==> src/dmf_pkg.sv <==
// Shared constants, types and codes for the delayed-maturity FIFO.
package dmf_pkg;

  localparam int DEPTH      = 16;
  localparam int DATA_WIDTH = 32;
  localparam int PTR_W      = $clog2(DEPTH);
  localparam int CNT_W      = $clog2(DEPTH + 1);
  localparam int TICK_W     = 32;
  localparam int LAT_W      = 16;
  localparam int CAP_W      = 5;
  localparam int CFG_W      = 16;
  localparam int CFG_IDX_W  = 1;

  typedef enum logic [CFG_IDX_W-1:0] {
    CFG_LATENCY  = 1'b0,
    CFG_CAPACITY = 1'b1
  } cfg_idx_e;

  typedef enum logic [1:0] {
    ACT_TICK   = 2'd0,
    ACT_PUSH   = 2'd1,
    ACT_POP    = 2'd2,
    ACT_STATUS = 2'd3
  } action_e;

  typedef enum logic [2:0] {
    STS_OK       = 3'd0,
    STS_DUP_PUSH = 3'd1,
    STS_FULL     = 3'd2,
    STS_DUP_POP  = 3'd3,
    STS_EMPTY    = 3'd4
  } status_e;

  typedef enum logic [2:0] {
    S_IDLE,
    S_EXEC,
    S_READ,
    S_RESP,
    S_OUT
  } state_e;

  typedef struct packed {
    logic [DATA_WIDTH-1:0] data;
    logic [TICK_W-1:0]     maturity;
  } entry_t;

  typedef struct packed {
    logic in_ready;
    logic out_valid;
    logic exec_en;
    logic rd_en;
    logic resp_en;
  } ctrl_t;

endpackage

==> src/dmf_mem.sv <==
// Entry store: one write port, one read port with registered read data.
module dmf_mem (
  input  logic                     clk_i,
  input  logic                     we_i,
  input  logic [dmf_pkg::PTR_W-1:0] waddr_i,
  input  dmf_pkg::entry_t          wdata_i,
  input  logic                     re_i,
  input  logic [dmf_pkg::PTR_W-1:0] raddr_i,
  output dmf_pkg::entry_t          rdata_o
);
  import dmf_pkg::*;

  entry_t mem_q [DEPTH];
  entry_t rdata_q;

  always_ff @(posedge clk_i) begin
    if (we_i) begin
      mem_q[waddr_i] <= wdata_i;
    end
  end

  always_ff @(posedge clk_i) begin
    if (re_i) begin
      rdata_q <= mem_q[raddr_i];
    end
  end

  assign rdata_o = rdata_q;

endmodule

==> src/delayed_maturity_fifo.sv <==
// Delayed-maturity FIFO: queue of words that become ready a set number of ticks after push.
//
// One item is handled at a time: an accepted beat updates the pointers, count and marks,
// writes the entry store on a push, then reads the new head back from the store, so the
// result beat is offered after the update, store read and result register steps. The next
// input beat is taken in the cycle after the result beat leaves, so no new item is taken
// while a result waits. The latency and capacity registers may be written whenever the
// block is idle; latency is captured into each entry at push time.
module delayed_maturity_fifo (
  input  logic                          clk_i,
  input  logic                          rst_ni,
  input  logic                          cfg_we_i,
  input  logic [dmf_pkg::CFG_IDX_W-1:0] cfg_idx_i,
  input  logic [dmf_pkg::CFG_W-1:0]     cfg_wdata_i,
  input  logic                          in_valid_i,
  output logic                          in_ready_o,
  input  logic [1:0]                    action_i,
  input  logic [dmf_pkg::DATA_WIDTH-1:0] push_data_i,
  output logic                          out_valid_o,
  input  logic                          out_ready_i,
  output logic [2:0]                    status_o,
  output logic [dmf_pkg::DATA_WIDTH-1:0] head_data_o,
  output logic                          head_ready_o,
  output logic                          queue_full_o,
  output logic                          queue_empty_o,
  output logic [dmf_pkg::CNT_W-1:0]     occupancy_o
);
  import dmf_pkg::*;

  state_e state_q, state_d;
  ctrl_t  ctrl;

  logic [LAT_W-1:0]      latency_q;
  logic [CAP_W-1:0]      cap_q;
  logic [CNT_W-1:0]      eff_cap;

  action_e               act_q;
  logic [DATA_WIDTH-1:0] pdata_q;

  logic [PTR_W-1:0]      head_q, head_d;
  logic [PTR_W-1:0]      tail_q, tail_d;
  logic [CNT_W-1:0]      cnt_q, cnt_d;
  logic [TICK_W-1:0]     tick_q, tick_d;
  logic                  pushed_q, pushed_d;
  logic                  popped_q, popped_d;
  status_e               sts_q, sts_d;

  logic                  mem_we;
  entry_t                mem_wdata;
  entry_t                mem_rdata;
  logic [TICK_W-1:0]     age;

  // config registers
  always_ff @(posedge clk_i or negedge rst_ni) begin
    if (!rst_ni) begin
      latency_q <= '0;
      cap_q     <= CAP_W'(DEPTH);
    end else if (cfg_we_i) begin
      unique case (cfg_idx_e'(cfg_idx_i))
        CFG_LATENCY:  latency_q <= cfg_wdata_i[LAT_W-1:0];
        CFG_CAPACITY: cap_q     <= cfg_wdata_i[CAP_W-1:0];
        default: ;
      endcase
    end
  end

  // zero acts as one, anything above the store depth acts as the depth
  always_comb begin
    priority if (cap_q == '0) begin
      eff_cap = CNT_W'(1);
    end else if (CNT_W'(cap_q) > CNT_W'(DEPTH)) begin
      eff_cap = CNT_W'(DEPTH);
    end else begin
      eff_cap = CNT_W'(cap_q);
    end
  end

  // FSM
  always_ff @(posedge clk_i or negedge rst_ni) begin
    if (!rst_ni) begin
      state_q <= S_IDLE;
    end else begin
      state_q <= state_d;
    end
  end

  always_comb begin
    state_d = state_q;
    unique case (state_q)
      S_IDLE: if (in_valid_i) state_d = S_EXEC;
      S_EXEC: state_d = S_READ;
      S_READ: state_d = S_RESP;
      S_RESP: state_d = S_OUT;
      S_OUT:  if (out_ready_i) state_d = S_IDLE;
      default: state_d = S_IDLE;
    endcase
  end

  always_comb begin
    ctrl = '0;
    unique case (state_q)
      S_IDLE:  ctrl.in_ready  = 1'b1;
      S_EXEC:  ctrl.exec_en   = 1'b1;
      S_READ:  ctrl.rd_en     = 1'b1;
      S_RESP:  ctrl.resp_en   = 1'b1;
      S_OUT:   ctrl.out_valid = 1'b1;
      default: ;
    endcase
  end

  assign in_ready_o  = ctrl.in_ready;
  assign out_valid_o = ctrl.out_valid;

  // input beat capture
  always_ff @(posedge clk_i) begin
    if (ctrl.in_ready && in_valid_i) begin
      act_q   <= action_e'(action_i);
      pdata_q <= push_data_i;
    end
  end

  // queue control update
  always_comb begin
    head_d   = head_q;
    tail_d   = tail_q;
    cnt_d    = cnt_q;
    tick_d   = tick_q;
    pushed_d = pushed_q;
    popped_d = popped_q;
    sts_d    = STS_OK;
    mem_we   = 1'b0;
    if (ctrl.exec_en) begin
      unique case (act_q)
        ACT_TICK: begin
          tick_d   = tick_q + TICK_W'(1);
          pushed_d = 1'b0;
          popped_d = 1'b0;
        end
        ACT_PUSH: begin
          priority if (pushed_q) begin
            sts_d = STS_DUP_PUSH;
          end else if (cnt_q >= eff_cap) begin
            sts_d = STS_FULL;
          end else begin
            mem_we   = 1'b1;
            tail_d   = (tail_q == PTR_W'(DEPTH - 1)) ? '0 : tail_q + PTR_W'(1);
            cnt_d    = cnt_q + CNT_W'(1);
            pushed_d = 1'b1;
          end
        end
        ACT_POP: begin
          priority if (popped_q) begin
            sts_d = STS_DUP_POP;
          end else if (cnt_q == '0) begin
            sts_d = STS_EMPTY;
          end else begin
            head_d   = (head_q == PTR_W'(DEPTH - 1)) ? '0 : head_q + PTR_W'(1);
            cnt_d    = cnt_q - CNT_W'(1);
            popped_d = 1'b1;
          end
        end
        ACT_STATUS: ;
        default: ;
      endcase
    end
  end

  always_ff @(posedge clk_i or negedge rst_ni) begin
    if (!rst_ni) begin
      head_q   <= '0;
      tail_q   <= '0;
      cnt_q    <= '0;
      tick_q   <= '0;
      pushed_q <= 1'b0;
      popped_q <= 1'b0;
    end else begin
      head_q   <= head_d;
      tail_q   <= tail_d;
      cnt_q    <= cnt_d;
      tick_q   <= tick_d;
      pushed_q <= pushed_d;
      popped_q <= popped_d;
    end
  end

  always_ff @(posedge clk_i) begin
    if (ctrl.exec_en) begin
      sts_q <= sts_d;
    end
  end

  assign mem_wdata.data     = pdata_q;
  assign mem_wdata.maturity = tick_q + TICK_W'(latency_q);

  // write lands in S_EXEC, head read in S_READ, so no same-cycle overlap
  dmf_mem u_mem (
    .clk_i   (clk_i),
    .we_i    (mem_we),
    .waddr_i (tail_q),
    .wdata_i (mem_wdata),
    .re_i    (ctrl.rd_en),
    .raddr_i (head_q),
    .rdata_o (mem_rdata)
  );

  assign age = tick_q - mem_rdata.maturity;

  // result register
  always_ff @(posedge clk_i) begin
    if (ctrl.resp_en) begin
      status_o      <= sts_q;
      head_data_o   <= (cnt_q != '0) ? mem_rdata.data : '0;
      head_ready_o  <= (cnt_q != '0) && !age[TICK_W-1];
      queue_full_o  <= (cnt_q >= eff_cap);
      queue_empty_o <= (cnt_q == '0);
      occupancy_o   <= cnt_q;
    end
  end

  // checks
  a_cnt_bound: assert property (@(posedge clk_i) disable iff (!rst_ni)
    cnt_q <= CNT_W'(DEPTH))
    else $error("entry count above depth");

  a_no_overwrite: assert property (@(posedge clk_i) disable iff (!rst_ni)
    mem_we |-> (cnt_q < eff_cap) && !pushed_q)
    else $error("push writes over a live entry");

  a_one_item: assert property (@(posedge clk_i) disable iff (!rst_ni)
    out_valid_o |-> !in_ready_o)
    else $error("input taken while a result is pending");

  a_pop_count: assert property (@(posedge clk_i) disable iff (!rst_ni)
    (ctrl.exec_en && act_q == ACT_POP && sts_d == STS_OK)
      |=> cnt_q == $past(cnt_q) - CNT_W'(1))
    else $error("pop did not lower the count");

endmodule
==> config.mk <==
export PLATFORM = sky130hd
export DESIGN_NAME = delayed_maturity_fifo
export DESIGN_NICKNAME = d
export VERILOG_FILES = /design/src/dmf_pkg.sv /design/src/dmf_mem.sv /design/src/delayed_maturity_fifo.sv
export SDC_FILE = /design/constraint.sdc
export NUM_CORES = 1
export LEC_CHECK = 0
export ABC_CLOCK_PERIOD_IN_PS = 7700
export BUFFER_PORTS_ARGS = -buffer_cell sky130_fd_sc_hd__buf_4
export CORE_MARGIN = 2
export CORE_UTILIZATION = 55
export DETAILED_ROUTE_END_ITERATION = 6
export HOLD_SLACK_MARGIN = 0.08
export PLACE_DENSITY = 0.78
export SETUP_SLACK_MARGIN = 0.4
export SLEW_MARGIN = 10
export SYNTH_ARGS = -nofsm -noshare
export SYNTH_HDL_FRONTEND = slang
export SYNTH_SLANG_ARGS = --single-unit
export TNS_END_PERCENT = 10
==> constraint.sdc <==
create_clock -name clk_i -period 7.7 [get_ports clk_i]
set_clock_uncertainty 0.15 [all_clocks]
set_input_delay 1.54 -clock clk_i [delete_from_list [all_inputs] [get_ports clk_i]]
set_output_delay 1.54 -clock clk_i [all_outputs]
set_load 0.01 [all_outputs]
==> flow_metrics.env <==
export IMPL_max_cap_violations=0
export IMPL_status="completed"
export IMPL_synth_most_common_cell="edfxtp_1"
export IMPL_num_antenna_cells=0
export IMPL_die_area_sq_um=90100
export IMPL_nFillCells=5497
export IMPL_ant_nets=0
export IMPL_ir_drop_v=0.000333
export IMPL_grt_antenna_before_repair=0
export IMPL_fin_setup_tns_ns=0
export IMPL_drive_gt1_share_pct=28.2
export IMPL_syn_num_nets=2306
export IMPL_yosys_area_top_type_share_pct=72.7
export IMPL_period_share_pct=61.1
export IMPL_vias_per_cell=6.31
export IMPL_h_tree_depth=3
export IMPL_clk_path_buf_depth=3
export IMPL_critPathKind="flop to flop"
export IMPL_post_cts_repair_setup_buffers=0
export IMPL_drtIter0Drc=2899
export IMPL_drc=0
export IMPL_row_count=108
export IMPL_place_inst=3387
export IMPL_fin_util_pct=62.5
export IMPL_end_kind="flop"
export IMPL_placed_cell_area_sq_um=50400
export IMPL_fp_dieW_um=300
export IMPL_yosysWarningCount=0
export IMPL_gp_congestion=0.824
export IMPL_die_y_um=300
export IMPL_post_cts_resized=0
export IMPL_io_pins=101
export IMPL_cellLeakagePower_nw=17.6
export IMPL_synth_area_leaders="edfxtp_1, mux4_2, dfrtp_1"
export IMPL_post_drt_wl_per_cell_um=29.0
export IMPL_yosysTopAreaCell="edfxtp_1"
export IMPL_synth_cell_area_sq_um=48200
export IMPL_relSlewSlack_pct=20.2
export IMPL_fin_nets=2472
export IMPL_hpwl_um=54600
export IMPL_grt_pass1_wl_um=157000
export IMPL_drtPass1Iterations=6
export IMPL_finalSetupViolCount=0
export IMPL_ys_seq_elements=1239
export IMPL_grt_ovfl_total=0
export IMPL_crit_path_start_kind="flop"
export IMPL_grt_pass1_vias=23800
export IMPL_p_per_area_nw_per_um2=331
export IMPL_synthCells=2185
export IMPL_via_count=22700
export IMPL_fp_coreArea_sq_um=86900
export IMPL_cts_tree="yes"
export IMPL_required_ns=7.89
export IMPL_synthTopCellsByCount="edfxtp_1, mux4_2, dfrtp_1"
export IMPL_grt_use_total_pct=23.8
export IMPL_port_buffers=100
export IMPL_numCtsBuffers=116
export IMPL_period_needed_ns=4.71
export IMPL_cts_root_buf="clkbuf_16"
export IMPL_instances_no_fill=3601
export IMPL_multiInputGateArea_sq_um=11000
export IMPL_synth_async_reset_ratio_pct=5.73
export IMPL_synth_cell_type_count=62
export IMPL_ys_seq_area_share_pct=76.4
export IMPL_worstSkewPairLatency_ns=0.72
export IMPL_fmax_mhz=212
export IMPL_clock_sinks=1239
export IMPL_synth_edf_count=1168
export IMPL_final_area_sq_um=54300
export IMPL_fin_hold_ws_ns=0.287
export IMPL_regArea_sq_um=36900
export IMPL_syn_avg_cell_area_sq_um=22.1
export IMPL_wl_um=105000
export IMPL_rsz0062_at_grt="false"
export IMPL_hold_buffers=0
export IMPL_cp_arrival_ns=4.89
export IMPL_path_clk_slew_ns=0.06
export IMPL_start_util_pct=55.5
export IMPL_hold_viol_final=0
export IMPL_cp_max_fo=37
export IMPL_area_delta_synth_final_pct=12.5
export IMPL_final_max_slew_viol_count=0
export IMPL_worst_pin_slew_ns=1.19
export IMPL_ys_flop_type="edfxtp_1"
export IMPL_grt_max_degree=163
export IMPL_min_path_type="flop to flop"
[layout make-up]
class / count / share of cell area [%]
clock buffers: 149 / 5.77
clock inverters: 64 / 1.19
inverters: 59 / 0.408
multi-input cells: 806 / 20.2
flip-flops and latches: 1239 / 67.9
well taps: 1155 / 2.66
repair buffers: 129 / 1.85
[registers in the layout, summed over array words and instances, names as in the netlist, 3 cells and up]
| name | cells |
|---|---|
| tail_q | 4 |
| u_mem.mem_q | 1024 |
| cap_q | 5 |
| cnt_q | 5 |
| tick_q | 32 |
| head_data_o | 32 |
| sts_q | 3 |
| state_q | 3 |
| occupancy_o | 5 |
| u_mem.rdata_o | 64 |
| head_q | 4 |
| status_o | 3 |
| pdata_q | 32 |
| latency_q | 16 |
[per-stage QoR]
step                setup WS (ns)  total power [W]
finish                       2.99           0.0180
CTS                          2.98           0.0181
global placement             3.02           0.0123
floorplan                    2.36           0.0113
detailed placement           2.96           0.0124
global route                 2.72           0.0186
[logic make-up after synthesis]
kind of cell | share of synthesized area [%]
AOI/OAI and AO/OA | 1.44
xor gates and xnor gates | 1.22
adders and majority gates | 1.72
buffers and inverters | 1.21
DFF | 76.4
muxes | 15.5
and+or+nand+nor | 2.46
[metal layers]
metal / GRT usage, % / vias up / wire, um
met5: 0 / - / 0
met4: 6.50 / 0 / 2680
met3: 4.16 / 194 / 7440
met2: 40.9 / 1081 / 54600
met1: 31.7 / 12100 / 39900
li1: - / 9360 / -
[layout by cell type (no fill, tap or decap), types with 29 or more instances in the layout]
master     instances
dfrtp_1           66
inv_1             59
and2_1            35
mux4_2           320
buf_4            126
xnor2_1           35
a21oi_1           46
clkbuf_16        118
nand2_1           55
nor2_1            29
ha_1              63
edfxtp_1        1168
[power breakdown]
group	total [W]	leakage [nW]	switching (W)	internal, W
Clock	0.00564	1.82	0.00246	0.00318
Combinational	0.00363	4.44	0.00181	0.00182
Sequential	0.00869	11.4	0.000510	0.00818
[final timing paths]
| check | start | to | slack, ns | cells after the start |
|---|---|---|---|---|
| worst min register to register | sts_q[2] | status_o[2] | 0.29 | 0 |
| worst min-delay path | sts_q[2] | status_o[2] | 0.29 | 0 |
| worst max-delay path | cap_q[2] | u_mem.mem_q[11][41] | 2.99 | 11 |
| worst max register to register | cap_q[2] | u_mem.mem_q[11][41] | 2.99 | 11 |
| min in group asynchronous | rst_ni | state_q[1] | 0.85 | 1 |
| max in group asynchronous | rst_ni | head_q[3] | 5.83 | 1 |
[critical path: stages (launching register included)]
cell and delay [ns]:
dfrtp_1 0.40, nor3_1 0.22, nor2_1 0.06, nor2_1 0.11, ha_1 0.23, nand2b_1 0.14
a21oi_1 0.18, o21ai_1 0.16, a2111oi_4 0.64, nand3b_1 0.43, nor2_4 0.91, buf_4 0.69
Note: power is estimated with default switching activity, not from simulation.
